**src/sv/fpsc_pkg.sv**
```systemverilog
// Shared types and constants for the fixed-point sine/cosine evaluator.
package fpsc_pkg;

    typedef logic signed [31:0] t_angle;
    typedef logic signed [18:0] t_value;

    localparam logic [18:0] TWO_PI    = 19'd411775;
    localparam logic [18:0] PI        = 19'd205887;
    localparam logic [18:0] HALF_PI   = 19'd102944;

    // 2^31 mod 2*pi, and its complement, for the sign-offset correction
    localparam logic [18:0] OFFS      = 19'd77023;
    localparam logic [18:0] OFFS_COMP = 19'd334752;

    // fold limits on the reduced angle in [0, 2*pi)
    localparam logic [18:0] FOLD_LO   = 19'd308831;
    localparam logic [18:0] FOLD_ADD  = 19'd205888;

    localparam int unsigned RECIP_SHIFT = 50;
    localparam logic [63:0] RECIP_FULL  = (64'd1 << RECIP_SHIFT) / 64'd411775;
    localparam logic [31:0] RECIP       = RECIP_FULL[31:0];

    localparam logic signed [14:0] C3 = 15'sd10923;
    localparam logic signed [10:0] C5 = 11'sd546;

endpackage

```
**src/sv/fpsc_if.sv**
```systemverilog
// Valid/ready channel interfaces for requests and results.
interface fpsc_in_if;
    logic            valid;
    logic            ready;
    logic            req_type;
    fpsc_pkg::t_angle angle;

    modport source (output valid, output req_type, output angle, input ready);
    modport sink   (input valid, input req_type, input angle, output ready);
endinterface

interface fpsc_out_if;
    logic            valid;
    logic            ready;
    fpsc_pkg::t_value value;

    modport source (output valid, output value, input ready);
    modport sink   (input valid, input value, output ready);
endinterface

```
**src/sv/fixed_point_sine_cosine.sv**
```systemverilog
// Pipelined Q16.16 sine/cosine evaluator, top level.
//
// Usage:
//   i_req carries one item per handshake: req_type (0 = sine, 1 = cosine) and
//   a signed Q16.16 angle. o_rsp returns one signed Q3.16 value per item, in
//   order. Both channels transfer when valid and ready are high at a clock edge.
//   Pipeline: twelve register stages. With no stall the result is valid on
//   o_rsp once the item has reached the last stage. Throughput: one item per
//   cycle unless stalled. The 32x32 reciprocal multiply of the range reduction
//   and the chain of Taylor-term multiplies each sit in their own stages, so no
//   stage chains more than one multiply or one add and select.
//   Reset (i_rst_n low at a clock edge) clears all stage valid bits; items in
//   flight are dropped.
//   Stall: when o_rsp.ready is low the last stage holds its item and each
//   earlier stage holds only if it is full and the next one holds, so empty
//   slots are filled and i_req.ready falls only once every stage holds an item.
module fixed_point_sine_cosine (
    input  logic             i_clk,
    input  logic             i_rst_n,
    fpsc_in_if.sink          i_req,
    fpsc_out_if.source       o_rsp
);

    localparam int unsigned STAGES = 12;

    logic [STAGES-1:0] r_vld;
    logic [STAGES-1:0] n_vld;
    logic [STAGES:0]   w_en;

    always_comb begin
        w_en[STAGES] = o_rsp.ready;
        for (int k = STAGES - 1; k >= 0; k--) begin
            w_en[k] = !r_vld[k] || w_en[k+1];
        end
    end

    always_comb begin
        n_vld[0] = w_en[0] ? i_req.valid : r_vld[0];
        for (int k = 1; k < STAGES; k++) begin
            n_vld[k] = w_en[k] ? r_vld[k-1] : r_vld[k];
        end
    end

    always_ff @(posedge i_clk) begin
        if (!i_rst_n) begin
            r_vld <= '0;
        end else begin
            r_vld <= n_vld;
        end
    end

    assign i_req.ready = w_en[0];

    // stage 0: cosine offset, then bias the angle to unsigned
    logic [31:0] n_sum;
    logic [31:0] n_u;
    logic [31:0] r_u0;
    assign n_sum = unsigned'(i_req.angle)
                   + (i_req.req_type ? 32'(fpsc_pkg::HALF_PI) : 32'd0);
    assign n_u   = {~n_sum[31], n_sum[30:0]};

    // stage 1: quotient estimate by reciprocal
    logic [63:0] n_prod;
    logic [13:0] n_q;
    logic [13:0] r_q;
    logic [31:0] r_u1;
    assign n_prod = 64'(r_u0) * 64'(fpsc_pkg::RECIP);
    assign n_q    = n_prod[63:50];

    // stage 2: quotient times modulus
    logic [31:0] n_t;
    logic [31:0] r_t;
    logic [31:0] r_u2;
    assign n_t = 32'(r_q) * 32'(fpsc_pkg::TWO_PI);

    // stage 3: remainder estimate in [0, 2*TWO_PI)
    logic [31:0] n_dfull;
    logic [19:0] r_d;
    assign n_dfull = r_u2 - r_t;

    // stage 4: correct remainder into [0, TWO_PI)
    logic [18:0] n_r1;
    logic [18:0] r_r1;
    assign n_r1 = (r_d >= 20'(fpsc_pkg::TWO_PI)) ? 19'(r_d - 20'(fpsc_pkg::TWO_PI))
                                                 : r_d[18:0];

    // stage 5: remove the bias offset modulo TWO_PI
    logic [18:0] n_c;
    logic [18:0] r_c;
    assign n_c = (r_r1 >= fpsc_pkg::OFFS) ? r_r1 - fpsc_pkg::OFFS
                                          : r_r1 + fpsc_pkg::OFFS_COMP;

    // stage 6: map to [-pi, pi] and fold into [-pi/2, pi/2]
    logic signed [19:0] n_fold;
    logic signed [19:0] w_c20;
    logic signed [17:0] r_f6;
    assign w_c20 = signed'({1'b0, r_c});
    always_comb begin
        if (r_c <= fpsc_pkg::HALF_PI) begin
            n_fold = w_c20;
        end else if (r_c <= fpsc_pkg::PI) begin
            n_fold = signed'({1'b0, fpsc_pkg::PI}) - w_c20;
        end else if (r_c < fpsc_pkg::FOLD_LO) begin
            n_fold = signed'({1'b0, fpsc_pkg::FOLD_ADD}) - w_c20;
        end else begin
            n_fold = w_c20 - signed'({1'b0, fpsc_pkg::TWO_PI});
        end
    end

    // stage 7: x^2
    logic signed [35:0] n_p2;
    logic [17:0]        r_x2_7;
    logic signed [17:0] r_f7;
    assign n_p2 = r_f6 * r_f6;

    // stage 8: x^3
    logic signed [18:0] w_x2s7;
    logic signed [36:0] n_p3;
    logic signed [18:0] r_x3;
    logic [17:0]        r_x2_8;
    logic signed [17:0] r_f8;
    assign w_x2s7 = signed'({1'b0, r_x2_7});
    assign n_p3   = w_x2s7 * r_f7;

    // stage 9: x^5 and the cubic term
    logic signed [18:0] w_x2s8;
    logic signed [37:0] n_p5;
    logic signed [33:0] n_p3c;
    logic signed [20:0] r_x5;
    logic signed [16:0] r_t3;
    logic signed [17:0] r_f9;
    assign w_x2s8 = signed'({1'b0, r_x2_8});
    assign n_p5   = r_x3 * w_x2s8;
    assign n_p3c  = r_x3 * fpsc_pkg::C3;

    // stage 10: fifth-order term and partial sum
    logic signed [31:0] n_p5c;
    logic signed [18:0] n_a;
    logic signed [13:0] r_t5;
    logic signed [18:0] r_a;
    assign n_p5c = r_x5 * fpsc_pkg::C5;
    assign n_a   = 19'(r_f9) - 19'(r_t3);

    // stage 11: final sum
    logic signed [18:0] n_res;
    fpsc_pkg::t_value   r_res;
    assign n_res = r_a + 19'(r_t5);

    always_ff @(posedge i_clk) begin
        if (w_en[0]) begin
            r_u0 <= n_u;
        end
        if (w_en[1]) begin
            r_q  <= n_q;
            r_u1 <= r_u0;
        end
        if (w_en[2]) begin
            r_t  <= n_t;
            r_u2 <= r_u1;
        end
        if (w_en[3]) begin
            r_d <= n_dfull[19:0];
        end
        if (w_en[4]) begin
            r_r1 <= n_r1;
        end
        if (w_en[5]) begin
            r_c <= n_c;
        end
        if (w_en[6]) begin
            r_f6 <= n_fold[17:0];
        end
        if (w_en[7]) begin
            r_x2_7 <= n_p2[33:16];
            r_f7   <= r_f6;
        end
        if (w_en[8]) begin
            r_x3   <= n_p3[34:16];
            r_x2_8 <= r_x2_7;
            r_f8   <= r_f7;
        end
        if (w_en[9]) begin
            r_x5 <= n_p5[36:16];
            r_t3 <= n_p3c[32:16];
            r_f9 <= r_f8;
        end
        if (w_en[10]) begin
            r_t5 <= n_p5c[29:16];
            r_a  <= n_a;
        end
        if (w_en[11]) begin
            r_res <= n_res;
        end
    end

    assign o_rsp.valid = r_vld[STAGES-1];
    assign o_rsp.value = r_res;

    a_accept_fills: assert property (@(posedge i_clk) disable iff (!i_rst_n)
        (i_req.valid && i_req.ready) |=> r_vld[0])
        else $error("accepted item did not enter the first stage");

    a_hold_full: assert property (@(posedge i_clk) disable iff (!i_rst_n)
        (r_vld[5] && !w_en[6]) |=> (r_vld[5] && $stable(r_c)))
        else $error("stalled stage lost or changed its item");

    a_reduce_range: assert property (@(posedge i_clk) disable iff (!i_rst_n)
        r_vld[5] |-> (r_c < fpsc_pkg::TWO_PI))
        else $error("reduced angle out of range");

    a_fold_range: assert property (@(posedge i_clk) disable iff (!i_rst_n)
        r_vld[6] |-> ((r_f6 <= 18'sd102944) && (r_f6 >= -18'sd102944)))
        else $error("folded angle out of range");

    a_out_range: assert property (@(posedge i_clk) disable iff (!i_rst_n)
        o_rsp.valid |-> ((r_res <= 19'sd65832) && (r_res >= -19'sd65832)))
        else $error("result out of range");

endmodule
```
**src/flat_wrapper.sv**
```systemverilog
// flat-port wrapper written by rule: the top's interface ports become plain ports
module fixed_point_sine_cosine_flat 
  (i_clk, i_rst_n, i_req_valid, i_req_req_type, i_req_angle, i_req_ready, o_rsp_valid, o_rsp_value, o_rsp_ready);
  fpsc_in_if i_req_i ();
  fpsc_out_if o_rsp_i ();
  input  logic i_clk;
  input  logic i_rst_n;
  input wire logic [$bits(i_req_i.valid)-1:0] i_req_valid;
  input wire logic [$bits(i_req_i.req_type)-1:0] i_req_req_type;
  input wire logic [$bits(i_req_i.angle)-1:0] i_req_angle;
  output wire logic [$bits(i_req_i.ready)-1:0] i_req_ready;
  output wire logic [$bits(o_rsp_i.valid)-1:0] o_rsp_valid;
  output wire logic [$bits(o_rsp_i.value)-1:0] o_rsp_value;
  input wire logic [$bits(o_rsp_i.ready)-1:0] o_rsp_ready;
  assign i_req_i.valid = i_req_valid;
  assign i_req_i.req_type = i_req_req_type;
  assign i_req_i.angle = i_req_angle;
  assign i_req_ready = i_req_i.ready;
  assign o_rsp_valid = o_rsp_i.valid;
  assign o_rsp_value = o_rsp_i.value;
  assign o_rsp_i.ready = o_rsp_ready;
  fixed_point_sine_cosine u_core (.i_clk(i_clk), .i_rst_n(i_rst_n), .i_req(i_req_i), .o_rsp(o_rsp_i));
endmodule
```
**config.mk**
```make
export PLATFORM = sky130hd
export DESIGN_NAME = fixed_point_sine_cosine_flat
export DESIGN_NICKNAME = d
export VERILOG_FILES = /design/src/sv/fpsc_pkg.sv /design/src/sv/fpsc_if.sv /design/src/sv/fixed_point_sine_cosine.sv /design/src/flat_wrapper.sv
export SDC_FILE = /design/constraint.sdc
export NUM_CORES = 2
export LEC_CHECK = 0
export BUFFER_PORTS_ARGS = -buffer_cell sky130_fd_sc_hd__buf_2
export CORE_ASPECT_RATIO = 1.5
export CORE_MARGIN = 2
export CORE_UTILIZATION = 50
export DETAILED_ROUTE_END_ITERATION = 6
export PLACE_DENSITY = 0.65
export SETUP_SLACK_MARGIN = 0.4
export SYNTH_ARGS = -nofsm -noshare
export SYNTH_HDL_FRONTEND = slang
export SYNTH_SLANG_ARGS = --single-unit
```
**constraint.sdc**
```tcl
create_clock -name i_clk -period 8.8 [get_ports i_clk]
set_clock_uncertainty 0.1 [all_clocks]
set_input_delay 0 -clock i_clk [delete_from_list [all_inputs] [get_ports i_clk]]
set_output_delay 0 -clock i_clk [all_outputs]
set_load 0.01 [all_outputs]
```
**Word-level counts from Yosys, hierarchy flattened**

Index checks and enable logic that the tools add are counted.

- Bits in registers: 393
- Bits in latches: 0
- Bits in writable memories: 0
- Bits in read-only memories: 0
- Input port bits: 37
- Output and inout bits: 21
- Logic and storage cells: 85
- Memories kept: 0

- Add/subtract/negate cells: 10
- Multiply operators: 7
- Divide/modulo/power cells: 0
- $lt $le $gt $ge: 5
- Eq/ne operators: 0
- Shift operators: 0
- Mux-type cells: 6
- Bitwise gates (word level): 1
- Reductions and logical operators: 24

Operators with widths:

| cell | count |
|---|---|
| 32-bit by 30-bit multiplier with 62-bit output (second input constant) | 1 |
| 18-bit two-way mux | 3 |
| 19-bit two-way mux | 2 |
| 19-bit by 19-bit multiplier with 37-bit output | 1 |
| 18-bit subtractor (first input constant) | 2 |
| 19-bit by 18-bit multiplier with 35-bit output | 1 |
| 18-bit by 18-bit multiplier with 34-bit output | 1 |
| 19-bit by 15-bit multiplier with 33-bit output (second input constant) | 1 |
| 32-bit adder | 1 |
| 21-bit by 10-bit multiplier with 29-bit output (second input constant) | 1 |
| 20-bit by 19-bit >= comparator with 1-bit output (second input constant) | 1 |
| 14-bit by 19-bit multiplier with 20-bit output (second input constant) | 1 |
| 20-bit subtractor | 1 |
| 19-bit by 14-bit adder with 19-bit output | 1 |
| 19-bit adder (second input constant) | 1 |
| 19-bit by 17-bit >= comparator with 1-bit output (second input constant) | 1 |
| 19-bit by 17-bit <= comparator with 1-bit output (second input constant) | 1 |
| 19-bit by 18-bit <= comparator with 1-bit output (second input constant) | 1 |
| 19-bit < comparator (second input constant) | 1 |
| 18-bit by 17-bit subtractor with 19-bit output | 1 |
| 19-bit by 17-bit subtractor with 19-bit output (second input constant) | 1 |
| 19-bit subtractor (second input constant) | 1 |
| 18-bit subtractor (second input constant) | 1 |
| 17-bit two-way mux | 1 |
| other kinds (3) | 25 |

**Longest topological paths before layout**

- Depth in word-level cells: 13
- Depth in mapped cells: 24
- Depth with buffers taken out: 24

**Least setup slack after synthesis**

OpenSTA, ideal clock, no wires.

- Path kind: reg2reg
- From: register u_core.r_x3[18]
- To: register u_core.r_x5[20], data pin
- Setup time: 0.266 ns
- Arrival: 6.614 ns
- Required time: 8.434 ns
- Slack: 1.820 ns
- Cell stages (with the launch flop): 22
- Path buffers: 2
- Period minus slack after synthesis: 6.980 ns
- Cell sequence: edfxtp_1 > clkbuf_1 > clkbuf_1 > nand2_1 > inv_1 > fa_1 > inv_1 > fa_1 > fa_1 > fa_1 > fa_1 > inv_1 > fa_1 > ha_1 > a21o_1 > a21o_1 > a21oi_1 > o21bai_1 > a32oi_1 > a41oi_1 > o41ai_1 > xnor2_1

- Word-level cells in the longest chain between the ends: 1

Ends and longest elaborated chain:

| item | RTL line | source |
|---|---|---|
| start: declaration | fixed_point_sine_cosine.sv:119 | `logic signed [18:0] r_x3;` |
| start signal: assignment | fixed_point_sine_cosine.sv:178 | `r_x3 <= n_p3[34:16];` |
| 19-bit by 19-bit multiplier with 37-bit output | fixed_point_sine_cosine.sv:133 | `assign n_p5 = r_x3 * w_x2s8;` |
| net u_core.n_p5[36] | fixed_point_sine_cosine.sv:127 | `logic signed [37:0] n_p5;` |
| end signal: assignment | fixed_point_sine_cosine.sv:183 | `r_x5 <= n_p5[36:16];` |
| end: declaration | fixed_point_sine_cosine.sv:129 | `logic signed [20:0] r_x5;` |

The timed path passes the listed nets, and every way through them passes these cells.
A chain may end at the register's enable or synchronous reset.

**Final worst setup path**

- From: register u_core.r_u0[16]
- To: register u_core.r_q[7], data pin

- Word-level cells in the longest chain between the ends: 1

Ends and longest elaborated chain:

| item | RTL line | source |
|---|---|---|
| start: declaration | fixed_point_sine_cosine.sv:57 | `logic [31:0] r_u0;` |
| start signal: assignment | fixed_point_sine_cosine.sv:151 | `r_u0 <= n_u;` |
| 32-bit by 30-bit multiplier with 62-bit output | fixed_point_sine_cosine.sv:67 | `assign n_prod = 64'(r_u0) * 64'(fpsc_pkg::RECIP);` |
| net u_core.n_prod[57] | fixed_point_sine_cosine.sv:63 | `logic [63:0] n_prod;` |
| end signal: assignment | fixed_point_sine_cosine.sv:154 | `r_q <= n_q;` |
| end: declaration | fixed_point_sine_cosine.sv:65 | `logic [13:0] r_q;` |

The timed path passes the listed nets, and every way through them passes these cells.

==> qor.tcl <==
set qor(result_of_the_run) {finished, final reports clean}
set qor(use_met3_pct) 2.44
set qor(synth_warnings) 0
set qor(grt_start_max_net_pins) 57
set qor(worst-endpoint-arrival_ps) 8110
set qor(grt_use_total_pct) 26.5
set qor(globalRouteMet2Util_pct) 51.1
set qor(synthesized_area_divided_by_synthesized_cell_count_um2) 10.3
set qor(fin_tns_setup_ps) 0
set qor(routed_wirelength_um) 191000
set qor(grt_pass1_wl_um) 305000
set qor(die_area_mm2) 0.150
set qor(clock_tree.htree_level_count) 2
set qor(drc_errors) 0
set qor(gp_congestion) 0.977
set qor(final_worst_path_period_share_pct) 88.9
set qor(route.antenna.remaining_nets) 0
set qor(reg2reg_setup_slack_ps) 980
set qor(timing.critical_path.fanout_max) 4
set qor(final-hold-violation-count) 0
set qor(synth-async-reset-ratio_pct) 0
set qor(drt_first_iter_violations) 2242
set qor(io_pins) 58
set qor(synth.top_cell.area_share_pct) 39.8
set qor(fin_worst_hold_slack_ps) 68.8
set qor(area_of_combinational_cells_with_multiple_inputs_mm2) 0.0540
set qor(cts.path.max_buffers) 3
set qor(bufs_and_invs_on_worst_path) 6
set qor(path_cells) {inv_1 -> fa_1 -> fa_1 -> inv_1 -> fa_1 -> inv_1 -> fa_1 -> inv_1 -> fa_1 -> fa_1 -> fa_1 -> inv_1 -> fa_1 -> inv_1 -> ha_1 -> a21o_1 -> a21o_1 -> a21oi_1 -> o211ai_1 -> o21a_1 -> nor3_2 -> o21ai_0 -> a211oi_1 -> nor2_1}
set qor(ys_types) 79
set qor(synth_seq_cells) 393
set qor(critical_path_class) {flop to flop}
set qor(top_usage_layer) {met2}
set qor(number_of_buffers_added_by_the_clock_tree_synthesis_step) 46
set qor(clkLatencyLatePin_ps) 640
set qor(cts_tree) {built}
set qor(finalMaxSlewViolations) 0
set qor(detail_route.vias_per_cell) 5.31
set qor(slew-limit-headroom_pct) 17.6
set qor(post_drt_wl_per_cell_um) 20.7
set qor(synth-edff-count) 381
set qor(critical-path-max-stage-delay_ps) 620
set qor(routed-via-count) 48849
set qor(io_buffers) 57
set qor(cp_top_family) {adder cells}
set qor(nets) 9689
set qor(post_synth_instance_area_mm2) 0.0737
set qor(core_mm2) 0.146
set qor(cts_sinks) 393
set qor(antenna_found_initial) 9
set qor(grt_use_met1_pct) 27.2
set qor(worstHoldPathType) {input port to flop}
set qor(worstPathRequired_ps) 9080
set qor(layout-drive-gt1-share_pct) 3.38
set qor(overflow) 0
set qor(worstSetupEndpointType) {flop}
set qor(areaGrowthSynthToFinish_pct) 6.67
set qor(cts_root_cell) {sky130_fd_sc_hd__clkbuf_16}
set qor(timing.fmax_mhz) 128
set qor(most_area_hungry_cell_type_in_the_yosys_netlist) {sky130_fd_sc_hd__fa_1}
set qor(n_fill_cell) 12925
set qor(synth_fp_nets) 9601
set qor(synth_seq_area_share_pct) 15.9
set qor(vias_in_the_first_global_route) 55805
set qor(clkTransAtPathRegs_ps) 70
set qor(initial_utilization_pct) 50.3
set qor(period_needed_ps) 7820
set qor(synth.area.top_cells) {sky130_fd_sc_hd__fa_1 40%, sky130_fd_sc_hd__ha_1 16%, sky130_fd_sc_hd__edfxtp_1 16%}
set qor(synth_top_flop_cell) {sky130_fd_sc_hd__edfxtp_1}
set qor(number_of_failing_setup_endpoints_in_the_final_timing_report) 0
set qor(syn-instance-count) 7153
set qor(worst-slew-pin-transition_ps) 1240
set qor(die_width_um) 317
set qor(unrepaired_setup_endpoints_after_global_routing) {false}
set qor(die_height_um) 474
set qor(crit_path_top_delay_cell) {sky130_fd_sc_hd__fa_1}
set qor(cp-start-kind) {flop}
set qor(maxCapViolCount) 0
set qor(dp.final_hpwl_um) 163000
set qor(std_cell_rows) 172
set qor(drtPass1Iterations) 7
set qor(sequential_cell_area_mm2) 0.0117
set qor(critical_path.most_common_cell) {sky130_fd_sc_hd__fa_1}
-- per-stage QoR --
stage | instances | utilization [%] | setup slack, ps | area (um^2)
global route | 9194 | 53.7 | 597 | 78600
finish | 9198 | 53.7 | 976 | 78600
global placement | 9045 | 52.2 | 705 | 76300
CTS | 9193 | 53.7 | 682 | 78600
detailed placement | 9045 | 52.2 | 706 | 76300
floorplan | 7153 | - | 1820 | 73700
-- synthesized netlist by cell type (9+ instances only) --
| cell | instances |
|---|---|
| sky130_fd_sc_hd__ha_1 | 948 |
| sky130_fd_sc_hd__edfxtp_1 | 381 |
| sky130_fd_sc_hd__a211oi_1 | 30 |
| sky130_fd_sc_hd__nand2_1 | 596 |
| sky130_fd_sc_hd__a21oi_1 | 142 |
| sky130_fd_sc_hd__o21ai_0 | 93 |
| sky130_fd_sc_hd__and2_1 | 339 |
| sky130_fd_sc_hd__xor2_1 | 79 |
| sky130_fd_sc_hd__nor3_1 | 50 |
| sky130_fd_sc_hd__nor2_1 | 176 |
| sky130_fd_sc_hd__nor2b_1 | 39 |
| sky130_fd_sc_hd__or2_2 | 10 |
| sky130_fd_sc_hd__o41ai_1 | 12 |
| sky130_fd_sc_hd__and3_1 | 19 |
| sky130_fd_sc_hd__o21a_1 | 38 |
| sky130_fd_sc_hd__o31ai_1 | 16 |
| sky130_fd_sc_hd__nand4_1 | 28 |
| sky130_fd_sc_hd__xnor2_1 | 192 |
| sky130_fd_sc_hd__clkbuf_1 | 146 |
| sky130_fd_sc_hd__or3_1 | 17 |
| sky130_fd_sc_hd__o21bai_1 | 23 |
| sky130_fd_sc_hd__a31oi_1 | 22 |
| sky130_fd_sc_hd__nand2b_1 | 39 |
| sky130_fd_sc_hd__dfxtp_1 | 12 |
| sky130_fd_sc_hd__fa_1 | 1463 |
| sky130_fd_sc_hd__mux2i_1 | 9 |
| sky130_fd_sc_hd__inv_1 | 1979 |
| sky130_fd_sc_hd__a21o_1 | 50 |
| sky130_fd_sc_hd__o211ai_1 | 16 |
| sky130_fd_sc_hd__nand3_1 | 49 |
-- cell families (layout without fill, tap and decap cells) --
| group | after synthesis | after routing | share of synthesized area, % |
|---|---|---|---|
| compound gates | 538 | 538 | 4.90 |
| xor+xnor | 271 | 271 | 3.22 |
| fa+ha+maj | 2411 | 2411 | 55.9 |
| buf+inv | 2137 | 2263 | 10.9 |
| flops | 393 | 393 | 15.9 |
| mux | 11 | 11 | 0.153 |
| other cells | 0 | 5 | 0 |
| simple gates | 1392 | 1392 | 9.10 |
-- area by class of cell --
type / count / share of cell area (%)
repair buffers: 198 / 1.91
flip-flops and latches: 393 / 14.9
inverters: 1979 / 9.45
clock buffers: 51 / 1.52
clock inverters: 35 / 0.530
diodes: 5 / 0.0159
multi-input cells: 4623 / 68.7
well taps: 1914 / 3.05
-- worst register-to-register path, delay by kind of cell, from the launching register on --
kind | cells | cell delay, ps
adder cells (fa/ha/maj) | 9 | 4530
AND/OR/NAND/NOR | 2 | 460
flip-flops | 1 | 460
buffers and inverters | 6 | 550
AO/OA/AOI/OAI | 7 | 1460
-- flip-flops by register name, indices dropped and copies added, names as in the netlist, 20 cells and up --
name         count
u_core.r_d      20
u_core.r_t      20
u_core.r_u0     32
u_core.r_u1     20
u_core.r_u2     20
u_core.r_x5     21
-- path summary, 6_finish.rpt --
path	start	cells past startpoint	to
min reg2reg	u_core.r_f8[17]	0	u_core.r_f9[17]
max reg2reg	u_core.r_u0[16]	24	u_core.r_q[7]
min	i_req_angle[2]	2	u_core.r_u0[2]
max	u_core.r_u0[16]	24	u_core.r_q[7]
-- cell usage in the layout, fill, tap and decap left out, types with 19 or more instances in the layout --
cell type / count
sky130_fd_sc_hd__edfxtp_1: 381
sky130_fd_sc_hd__xnor2_1: 192
sky130_fd_sc_hd__buf_4: 79
sky130_fd_sc_hd__nor2_1: 176
sky130_fd_sc_hd__nor2b_1: 39
sky130_fd_sc_hd__o21bai_1: 23
sky130_fd_sc_hd__dlygate4sd3_1: 62
sky130_fd_sc_hd__nand4_1: 28
sky130_fd_sc_hd__fa_1: 1463
sky130_fd_sc_hd__buf_2: 57
sky130_fd_sc_hd__a211oi_1: 30
sky130_fd_sc_hd__inv_1: 1978
sky130_fd_sc_hd__and2_1: 339
sky130_fd_sc_hd__xor2_1: 79
sky130_fd_sc_hd__o21ai_0: 93
sky130_fd_sc_hd__a31oi_1: 22
sky130_fd_sc_hd__a21oi_1: 142
sky130_fd_sc_hd__nand2b_1: 39
sky130_fd_sc_hd__nor3_1: 49
sky130_fd_sc_hd__nand2_1: 595
sky130_fd_sc_hd__ha_1: 948
sky130_fd_sc_hd__o21a_1: 38
sky130_fd_sc_hd__a21o_1: 50
sky130_fd_sc_hd__clkbuf_16: 47
sky130_fd_sc_hd__and3_1: 19
sky130_fd_sc_hd__nand3_1: 49
-- routing by layer --
layer / up-vias / wire [um]
met5: - / 24
met1: 25100 / 65300
met3: 547 / 6110
met4: 4 / 14700
li1: 22024 / -
met2: 1174 / 104000
-- timing repair --
action / in CTS / in global routing
gates resized for setup: 0 / 1
hold buffers: 62 / 0
hold endpoints to repair: 44 / 0
endpoints found under the setup margin: 0 / 1
buffers inserted: 0 / 0
Power is not shown: default switching activity piles up to over one toggle a cycle in this logic, so the estimate is an artifact.
